[config.mk]
export PLATFORM = sky130hd
export DESIGN_NAME = stream_stall_watchdog
export DESIGN_NICKNAME = d
export VERILOG_FILES = /design/src/sv/ssw_pkg.sv /design/src/sv/ssw_core.sv /design/src/sv/stream_stall_watchdog.sv
export SDC_FILE = /design/constraint.sdc
export NUM_CORES = 1
export LEC_CHECK = 0
export BUFFER_PORTS_ARGS = -buffer_cell sky130_fd_sc_hd__buf_2
export CAP_MARGIN = 15
export CORE_MARGIN = 2
export CORE_UTILIZATION = 50
export CTS_BUF_LIST = sky130_fd_sc_hd__clkbuf_4 sky130_fd_sc_hd__clkbuf_8 sky130_fd_sc_hd__clkbuf_16
export CTS_CLUSTER_SIZE = 8
export DETAILED_ROUTE_END_ITERATION = 6
export PLACE_DENSITY = 0.69
export SLEW_MARGIN = 20
export SYNTH_ARGS = -nofsm -noshare
export SYNTH_HDL_FRONTEND = slang
export SYNTH_SLANG_ARGS = --single-unit
[constraint.sdc]
create_clock -name clk -period 5.65 [get_ports clk]
set_input_delay 0.565 -clock clk [delete_from_list [all_inputs] [get_ports clk]]
set_output_delay 0.565 -clock clk [all_outputs]
set_load 0.02 [all_outputs]
[src/sv/ssw_pkg.sv]
// ----------------------------------------------------------------------------
// ssw_pkg
// Shared types and codes for the stream stall watchdog.
// ----------------------------------------------------------------------------
`default_nettype none

package ssw_pkg;

  // Field widths.
  localparam int unsigned TimeW  = 48;
  localparam int unsigned CountW = 32;
  localparam int unsigned LimitW = 32;
  localparam int unsigned ReopW  = 8;

  // Request codes carried by an input item.
  typedef enum logic [1:0] {
    REQ_START   = 2'd0,
    REQ_RESTART = 2'd1,
    REQ_CHECK   = 2'd2,
    REQ_TRIP    = 2'd3
  } req_kind_t;

  // Verdict codes carried by a result item.
  typedef enum logic [1:0] {
    VERDICT_OK      = 2'd0,
    VERDICT_REOPEN  = 2'd1,
    VERDICT_GIVE_UP = 2'd2
  } verdict_t;

  // Configuration register indexes.
  typedef enum logic [1:0] {
    CFG_GRACE_LIMIT  = 2'd0,
    CFG_STALL_LIMIT  = 2'd1,
    CFG_REOPEN_LIMIT = 2'd2
  } cfg_idx_t;

  // One registered request.
  typedef struct packed {
    req_kind_t          kind;
    logic [TimeW-1:0]   now_ms;
    logic [CountW-1:0]  progress;
  } ssw_req_t;

  // Evaluation result handed back to the top level.
  typedef struct packed {
    logic              has_out;
    verdict_t          verdict;
    logic [ReopW-1:0]  reopens;
  } ssw_res_t;

  // Limits presented to the evaluation core.
  typedef struct packed {
    logic [LimitW-1:0] grace;
    logic [LimitW-1:0] stall;
    logic [ReopW-1:0]  reopen;
  } ssw_limits_t;

endpackage

`default_nettype wire

[src/sv/ssw_core.sv]
// ----------------------------------------------------------------------------
// ssw_core
// Watchdog state and the single-pass evaluation of one request.
// ----------------------------------------------------------------------------
`default_nettype none

module ssw_core
  import ssw_pkg::*;
(
  input  wire logic        clk,
  input  wire logic        rst_n,
  input  wire logic        fire,
  input  wire ssw_req_t    req,
  input  wire ssw_limits_t limits,
  output ssw_res_t         res
);

  logic [TimeW-1:0]  mark_time_r, mark_time_nxt;
  logic [CountW-1:0] last_prog_r, last_prog_nxt;
  logic              flowing_r, flowing_nxt;
  logic [ReopW-1:0]  reopen_cnt_r, reopen_cnt_nxt;

  logic              behind;
  logic [TimeW-1:0]  quiet;
  logic [LimitW-1:0] limit_sel;
  logic              under_limit;
  logic              trip;
  logic              give_up;

  // Quiet time since the mark, clamped to zero when time runs behind it.
  assign behind      = (req.now_ms <= mark_time_r);
  assign quiet       = req.now_ms - mark_time_r;
  assign limit_sel   = flowing_r ? limits.stall : limits.grace;
  assign under_limit = behind ? (limit_sel != '0)
                              : (quiet < {{(TimeW-LimitW){1'b0}}, limit_sel});
  assign give_up     = (reopen_cnt_r >= limits.reopen);

  // Next state and verdict for the request at hand.
  always_comb begin
    mark_time_nxt  = mark_time_r;
    last_prog_nxt  = last_prog_r;
    flowing_nxt    = flowing_r;
    reopen_cnt_nxt = reopen_cnt_r;
    trip           = 1'b0;
    res.has_out    = 1'b0;
    res.verdict    = VERDICT_OK;
    case (req.kind)
      REQ_START: begin
        reopen_cnt_nxt = '0;
        mark_time_nxt  = req.now_ms;
        last_prog_nxt  = req.progress;
        flowing_nxt    = 1'b0;
      end
      REQ_RESTART: begin
        mark_time_nxt = req.now_ms;
        last_prog_nxt = req.progress;
        flowing_nxt   = 1'b0;
      end
      REQ_CHECK: begin
        res.has_out = 1'b1;
        if (req.progress != last_prog_r) begin
          last_prog_nxt  = req.progress;
          mark_time_nxt  = req.now_ms;
          flowing_nxt    = 1'b1;
          reopen_cnt_nxt = '0;
        end else begin
          trip = !under_limit;
        end
      end
      REQ_TRIP: begin
        res.has_out = 1'b1;
        trip        = 1'b1;
      end
      default: begin
        res.has_out = 1'b0;
      end
    endcase

    // A trip either spends one more reopen or gives up.
    if (trip) begin
      if (give_up) begin
        res.verdict = VERDICT_GIVE_UP;
      end else begin
        res.verdict    = VERDICT_REOPEN;
        reopen_cnt_nxt = reopen_cnt_r + ReopW'(1);
      end
    end
    res.reopens = reopen_cnt_nxt;
  end

  // State registers advance when the request leaves the input register.
  always_ff @(posedge clk) begin
    if (!rst_n) begin
      mark_time_r  <= '0;
      last_prog_r  <= '0;
      flowing_r    <= 1'b0;
      reopen_cnt_r <= '0;
    end else if (fire) begin
      mark_time_r  <= mark_time_nxt;
      last_prog_r  <= last_prog_nxt;
      flowing_r    <= flowing_nxt;
      reopen_cnt_r <= reopen_cnt_nxt;
    end
  end

endmodule

`default_nettype wire

[src/sv/stream_stall_watchdog.sv]
// ----------------------------------------------------------------------------
// stream_stall_watchdog
// Watches a sampled progress counter and judges stalls per request.
// ----------------------------------------------------------------------------
// Usage:
//   Input channel (in_valid / in_stall) carries a request: start, restarted,
//   check or forced trip, with a 48-bit ms timestamp and a counter sample.
//   Output channel (out_valid / out_stall) carries one result item for each
//   check or forced trip: a verdict (ok, reopen, give up) and the reopen
//   count after the request. Start and restarted produce no result.
//   Configuration port (cfg_valid / cfg_ready) writes the grace limit, the
//   stall limit and the reopen limit; cfg_ready is always high. Write it
//   only while no request is in flight.
//   A request is accepted into the input register and evaluated out of it
//   into the result register; a stalled result there can hold it back.
//   Throughput: one request per cycle unless a stalled result holds it,
//   limited by the single evaluation pass (one 48-bit subtract and compare).
//   Reset clears the watchdog state, both pipeline registers and restores
//   the limits to 2000 ms, 500 ms and 3 reopens.
//   When the receiver stalls, the held result blocks only a request that
//   would produce a result; start and restarted still pass through.
// ----------------------------------------------------------------------------
`default_nettype none

module stream_stall_watchdog
  import ssw_pkg::*;
(
  input  wire logic              clk,
  input  wire logic              rst_n,
  // Request channel.
  input  wire logic              in_valid,
  output logic                   in_stall,
  input  wire logic [1:0]        in_req_type,
  input  wire logic [TimeW-1:0]  in_now_ms,
  input  wire logic [CountW-1:0] in_progress_count,
  // Result channel.
  output logic                   out_valid,
  input  wire logic              out_stall,
  output logic [1:0]             out_verdict,
  output logic [ReopW-1:0]       out_reopens_used,
  // Configuration write channel.
  input  wire logic              cfg_valid,
  output logic                   cfg_ready,
  input  wire logic [1:0]        cfg_index,
  input  wire logic [LimitW-1:0] cfg_data
);

  logic              s1_valid_r;
  ssw_req_t          s1_req_r;
  logic              s1_adv;
  ssw_res_t          res;
  ssw_limits_t       limits_r;
  logic              out_valid_r;
  verdict_t          out_verdict_r;
  logic [ReopW-1:0]  out_reopens_r;

  // The input register drains unless its result would collide with a
  // stalled result in the output register.
  assign s1_adv   = s1_valid_r && (!res.has_out || !out_valid_r || !out_stall);
  assign in_stall = s1_valid_r && !s1_adv;

  // Input register.
  always_ff @(posedge clk) begin
    if (!rst_n) begin
      s1_valid_r <= 1'b0;
    end else if (!in_stall) begin
      s1_valid_r <= in_valid;
    end
  end

  always_ff @(posedge clk) begin
    if (in_valid && !in_stall) begin
      s1_req_r.kind     <= req_kind_t'(in_req_type);
      s1_req_r.now_ms   <= in_now_ms;
      s1_req_r.progress <= in_progress_count;
    end
  end

  // Evaluation against the watchdog state.
  ssw_core u_core (
    .clk    (clk),
    .rst_n  (rst_n),
    .fire   (s1_adv),
    .req    (s1_req_r),
    .limits (limits_r),
    .res    (res)
  );

  // Result register.
  always_ff @(posedge clk) begin
    if (!rst_n) begin
      out_valid_r <= 1'b0;
    end else if (s1_adv && res.has_out) begin
      out_valid_r <= 1'b1;
    end else if (!out_stall) begin
      out_valid_r <= 1'b0;
    end
  end

  always_ff @(posedge clk) begin
    if (s1_adv && res.has_out) begin
      out_verdict_r <= res.verdict;
      out_reopens_r <= res.reopens;
    end
  end

  assign out_valid        = out_valid_r;
  assign out_verdict      = out_verdict_r;
  assign out_reopens_used = out_reopens_r;

  // Configuration registers; unknown indexes are ignored.
  assign cfg_ready = 1'b1;

  always_ff @(posedge clk) begin
    if (!rst_n) begin
      limits_r.grace  <= LimitW'(2000);
      limits_r.stall  <= LimitW'(500);
      limits_r.reopen <= ReopW'(3);
    end else if (cfg_valid && cfg_ready) begin
      case (cfg_idx_t'(cfg_index))
        CFG_GRACE_LIMIT:  limits_r.grace  <= cfg_data;
        CFG_STALL_LIMIT:  limits_r.stall  <= cfg_data;
        CFG_REOPEN_LIMIT: limits_r.reopen <= cfg_data[ReopW-1:0];
        default: begin
          limits_r <= limits_r;
        end
      endcase
    end
  end

endmodule

`default_nettype wire

Word-level counts from Yosys, hierarchy flattened
Index checks and enable logic that the tools add are counted.
{"block": "totals", "ff_bits": 255, "latchBits": 0, "ram_bits": 0, "rom_bits": 0, "in_bits": 121, "output_inout_bits": 13, "word_cells": 67, "memories": 0}
{"block": "classes", "addsub": 2, "n_mul": 0, "div": 0, "n_lt_le_gt_ge": 3, "eq_ne": 8, "n_shift": 0, "n_mux": 18, "bitwise_logic": 0, "n_reduce_logical": 22}
{"operator": "48-bit one-hot mux with 2 select lines", "n": 1}
{"operator": "32-bit 2-to-1 mux", "n": 2}
{"operator": "32-bit one-hot mux with 2 select lines", "n": 1}
{"operator": "48-bit less-or-equal comparator", "n": 1}
{"operator": "48-bit by 32-bit < comparator with 1-bit output", "n": 1}
{"operator": "48-bit 2-to-1 mux", "n": 1}
{"operator": "48-bit subtractor", "n": 1}
{"operator": "32-bit != test", "n": 1}
{"operator": "32-bit nonzero test", "n": 1}
{"operator": "8-bit 2-to-1 mux", "n": 3}
{"operator": "8-bit one-hot mux with 2 select lines", "n": 1}
{"operator": "8-bit by 1-bit adder with 8-bit output, second input constant", "n": 1}
{"operator": "8-bit greater-or-equal comparator", "n": 1}
{"operator": "2-bit == test, second input constant", "n": 3}
{"operator": "1-bit logical NOT", "n": 6}
{"operator": "1-bit 2-to-1 mux", "n": 6}
{"operator": "2-bit AND reduction", "n": 3}
{"operator": "2-bit by 1-bit == test with 1-bit output, second input constant", "n": 2}
{"operator": "1-bit logical AND", "n": 4}
{"operator": "2-bit logical NOT", "n": 2}
{"operator": "2-bit by 1-bit != test with 1-bit output, second input constant", "n": 2}
{"operator": "1-bit one-hot mux with 2 select lines", "n": 2}
{"operator": "2-bit OR reduction", "n": 2}
{"operator": "3-bit AND reduction", "n": 1}
{"operator": "3 further kinds", "n": 4}

Logic depth before layout (Yosys ltp)
{"block": "depth", "ltp_word": 11, "ltp_mapped": 25, "mapped_depth_nobuf": 24}

By module
Synthesis repeated with hierarchy kept, for this count alone.
{"block": "hier_totals", "cells_unflattened": 1556, "area_unflattened_um2": 14184.9}
{"mod": "ssw_core", "n_inst": 1, "cells_per_inst": 1165, "area_each_um2": 8419.3, "seq_area_each_um2": 1781.7}
{"mod": "stream_stall_watchdog", "n_inst": 1, "cells_per_inst": 391, "area_each_um2": 5765.5, "seq_area_each_um2": 4244.1}

Worst setup path before layout
OpenSTA, ideal clock, no wires.
{"block": "synth_path", "path_kind": "register to register", "startpoint": "register s1_req_r[38] (netlist name)", "endpoint": "register out_reopens_r[2], in the netlist out_reopens_used[2], data pin", "setup_time_ns": 0.264, "arrival_ns": 4.833, "t_required_ns": 5.386, "slack_ns": 0.554, "stages_incl_launch_ff": 23, "n_path_buf": 2, "synth_period_minus_slack_ns": 5.096, "cell_sequence": "edfxtp_1 ha_1 buf_6 a21oi_4 nor3_1 or4_4 nor2_1 o21ai_0 a21o_1 a31oi_1 xnor2_1 ha_1 nand4_1 inv_1 a221oi_1 o21ai_0 or4_1 nor4_1 nand4_1 or4_4 o21ai_4 buf_6 o31ai_1"}
{"item": "start, declared", "line": "stream_stall_watchdog.sv:49", "rtl": "ssw_req_t s1_req_r;"}
{"item": "end signal, assigned", "line": "stream_stall_watchdog.sv:103", "rtl": "out_reopens_r <= res.reopens;"}
{"item": "end, declared", "line": "stream_stall_watchdog.sv:55", "rtl": "logic [ReopW-1:0] out_reopens_r;"}

==> results.toml <==
[cells_and_area]
stdcell_count = 2147
fin_nets = 1953
fin_area_mm2 = 0.01746
final_common_cell = "nand2_1"
drive_gt1_frac = 0.1980
final_util = 0.6084
layout_common_cells = "202 x nand2_1, 162 x dfxtp_1, 131 x buf_2, 125 x mux2i_1, 92 x edfxtp_1"
diodes = 0
syn_to_final_growth_pct = 19.63

[logic_synthesis]
syn_avg_cell_area_um2 = 9.216
ys.flop_type = "dfxtp_1"
synth-async-reset-ratio = 0
ys_warn_count = 0
syn_nets = 1794
seq_area_frac_synth = 0.4128
syn_inst = 1584
synth_edf_count = 92
syn-cell-area_mm2 = 0.01460
synth_cell_types = 74
ys_seq_elements = 255

[detailed_routing]
dr_total_vias = 12044
ant_nets = 0
first_pass_iters = 7
drt_iter0_markers = 1086
drcViolationCount = 1
drt_wl_total_mm = 38.81
wl_per_cell_um = 18.08
routed_via_density = 5.610

[clocking]
cts_buffer_depth = 3
ctsRootBufferMaster = "clkbuf_16"
htreeDepth = 2
cts_buffers = 37
path_clk_slew_ns = 0.05
cts_tree = "built"
cts_num_sinks = 255
insertion_delay_ns = 0.52

[power_and_ir_drop]
netSwitchingFraction = 0.2714
vdd_drop_max_mv = 0.2461
p_switching_mw = 1.380
combPwrFrac = 0.190
p_seq_frac = 0.402
pwr_density_cell_mw_per_mm2 = 291.1
clockPowerShare = 0.408
power.internal_mw = 3.703
p_leak_nw = 6.620
power_mw = 5.083

[status]
violations = "design-rule violations"
status = "complete, but fails checks"

[timing]
drv_slew = 0
hold_ws_ns = 0.2205
post-route-period-util = 0.9521
grt_setup_unrepaired = "yes"
max_slew_margin = 0.3552
report.final.setup_viol = 0
finalCriticalPeriod_ns = 5.380
timing.final.ws_setup_ns = 0.2704
fmax_ghz = 0.1859
tns_ns = 0
finalHoldViolCount = 0
worst_pin_slew_ns = 0.9672
skew_ns = 0.02644

[floorplan]
start_util = 0.5086
io-pin-count = 134
die_h_um = 174.9
die_area_mm2 = 0.03058
rows = 62
fp.coreArea_mm2 = 0.02870
die_w_um = 174.9

[setup_path]
path_max_fanout = 16
critPathRequiredTime_ns = 5.91
crit_path_end_kind = "flip-flop"
cp.arrival_ns = 5.64
cp-start-kind = "flip-flop"
path_class = "reg2reg"

[job]
drv_cap = 0

[worst_hold_path]
hold_class = "in2reg"

[global_route]
use_met2 = 0.3966
grt_usage = 0.2524
busiest_layer = "met2"
grt_first_pass_wirelength_mm = 62.00
met1_usage = 0.3586
grt_max_degree = 91
overflow = 0
use_met3 = 0.03873
antenna_found_initial = 0
grt_pass1_vias = 11793

[placement]
gp_congestion = 0.9481
dpl_cell_area_mm2 = 0.01587
placedCellCount = 2075
dp_hpwl_mm = 28.99
post-place-ws_ns = -0.004750
port_buffers = 132
power groups by stage:
stage               registers [mW]  clock network (mW)  logic [mW]
floorplan                     2.07                   0       0.590
finish                        2.04                2.07       0.964
CTS                           2.04                2.13       0.895
global placement              2.07                   0       0.879
global route                  2.05                2.21        1.06
detailed placement            2.08                   0       0.887
area by class of cell:
cell class / count / area, µm²
flip-flops and latches: 255 / 6027
clock inverters: 3 / 41.29
fillers: 2528 / 11240
clock buffers: 56 / 1069
repair buffers: 211 / 1341
multi-input cells: 1155 / 8193
well taps: 384 / 480.5
inverters: 83 / 311.5
path summary, 6_finish.rpt:
path                                     from             endpoint  slack [ns]  cells after the start
worst max-delay path             s1_req_r[32]  out_reopens_used[7]        0.27                     24
worst min-delay path            in_now_ms[29]         s1_req_r[61]        0.22                      1
worst max register to register   s1_req_r[32]  out_reopens_used[7]        0.27                     24
worst min register to register   limits_r[18]         limits_r[18]        0.45                      2
worst max-delay path, cell delays in order (launching register included):
cell and delay (ns):
edfxtp_1 0.37, inv_1 0.07, ha_2 0.17, inv_2 0.04, fa_2 0.39, a21oi_2 0.15
o211ai_1 0.16, a211oi_2 0.34, nor2_1 0.10, nor2_1 0.15, o21ai_0 0.12, xor2_1 0.18
ha_1 0.33, nand4_1 0.16, nor2_2 0.07, a221oi_4 0.29, o21ai_1 0.10, or4_4 0.43
nor4_2 0.25, nand4_1 0.11, or4_4 0.58, o21ai_4 0.17, buf_12 0.14, clkbuf_16 0.17
o31ai_1 0.08
layer usage:
layer	up-vias	routed length, µm
met5	-	0
met4	0	1058
met3	67	2254
met2	363	17240
met1	5633	18260
li1	5981	-
what timing repair did:
item                       in CTS  in global routing
buffers inserted                0                 12
pin swaps                       0                 31
setup endpoints to repair       5                 18
hold buffers                    0                  0
gates cloned                    0                  3
resized for setup               2                 72
cells in the mapped netlist, types with 4 or more instances:
| library cell | number | area share |
|---|---|---|
| or4_1 | 6 | 0.0031 |
| buf_6 | 5 | 0.0039 |
| o21a_1 | 15 | 0.0077 |
| o21ai_0 | 59 | 0.020 |
| nand2_1 | 203 | 0.052 |
| buf_2 | 14 | 0.0048 |
| a21o_1 | 23 | 0.012 |
| or2_2 | 4 | 0.0017 |
| xor2_1 | 33 | 0.020 |
| nor2b_1 | 87 | 0.037 |
| nand2b_1 | 15 | 0.0064 |
| nor3_1 | 23 | 0.0079 |
| o31ai_1 | 10 | 0.0051 |
| inv_1 | 83 | 0.021 |
| nor4_1 | 18 | 0.0077 |
| clkbuf_1 | 68 | 0.017 |
| nand4_1 | 50 | 0.021 |
| o211ai_1 | 17 | 0.0087 |
| ha_1 | 88 | 0.075 |
| a21boi_0 | 44 | 0.023 |
| nand3_1 | 51 | 0.017 |
| o211ai_2 | 4 | 0.0034 |
| o311ai_1 | 5 | 0.0030 |
| edfxtp_1 | 92 | 0.19 |
| o31a_1 | 5 | 0.0030 |
| a31oi_1 | 7 | 0.0030 |
| dfxtp_1 | 163 | 0.22 |
| mux2i_1 | 125 | 0.086 |
| a2111oi_0 | 4 | 0.0024 |
| nor3b_1 | 4 | 0.0021 |
| nor2_1 | 60 | 0.015 |
| xnor2_1 | 28 | 0.017 |
| a211oi_1 | 14 | 0.0072 |
| a21oi_1 | 90 | 0.031 |
| and4_1 | 4 | 0.0024 |
state kept, by name, summed over array words and instances (netlist names):
signal and cells:
limits_r 72, out_valid 1, u_core.last_prog_r 32, u_core.mark_time_r 48
u_core.flowing_r 1, out_reopens_used 8, s1_req_r 82, out_verdict 2
u_core.reopen_cnt_r 8, s1_valid_r 1
logic make-up after synthesis:
| logic type | count (synthesis) | share of synthesized area |
|---|---|---|
| buffers and inverters | 174 | 0.04877 |
| and+or+nand+nor | 551 | 0.1893 |
| muxes | 126 | 0.08674 |
| other | 1 | 0.0002569 |
| AOI/OAI and AO/OA | 327 | 0.1487 |
| DFF | 255 | 0.4128 |
| xor gates and xnor gates | 61 | 0.03660 |
| adders and majority gates | 89 | 0.07680 |
Note: power is estimated with default switching activity, not from simulation.
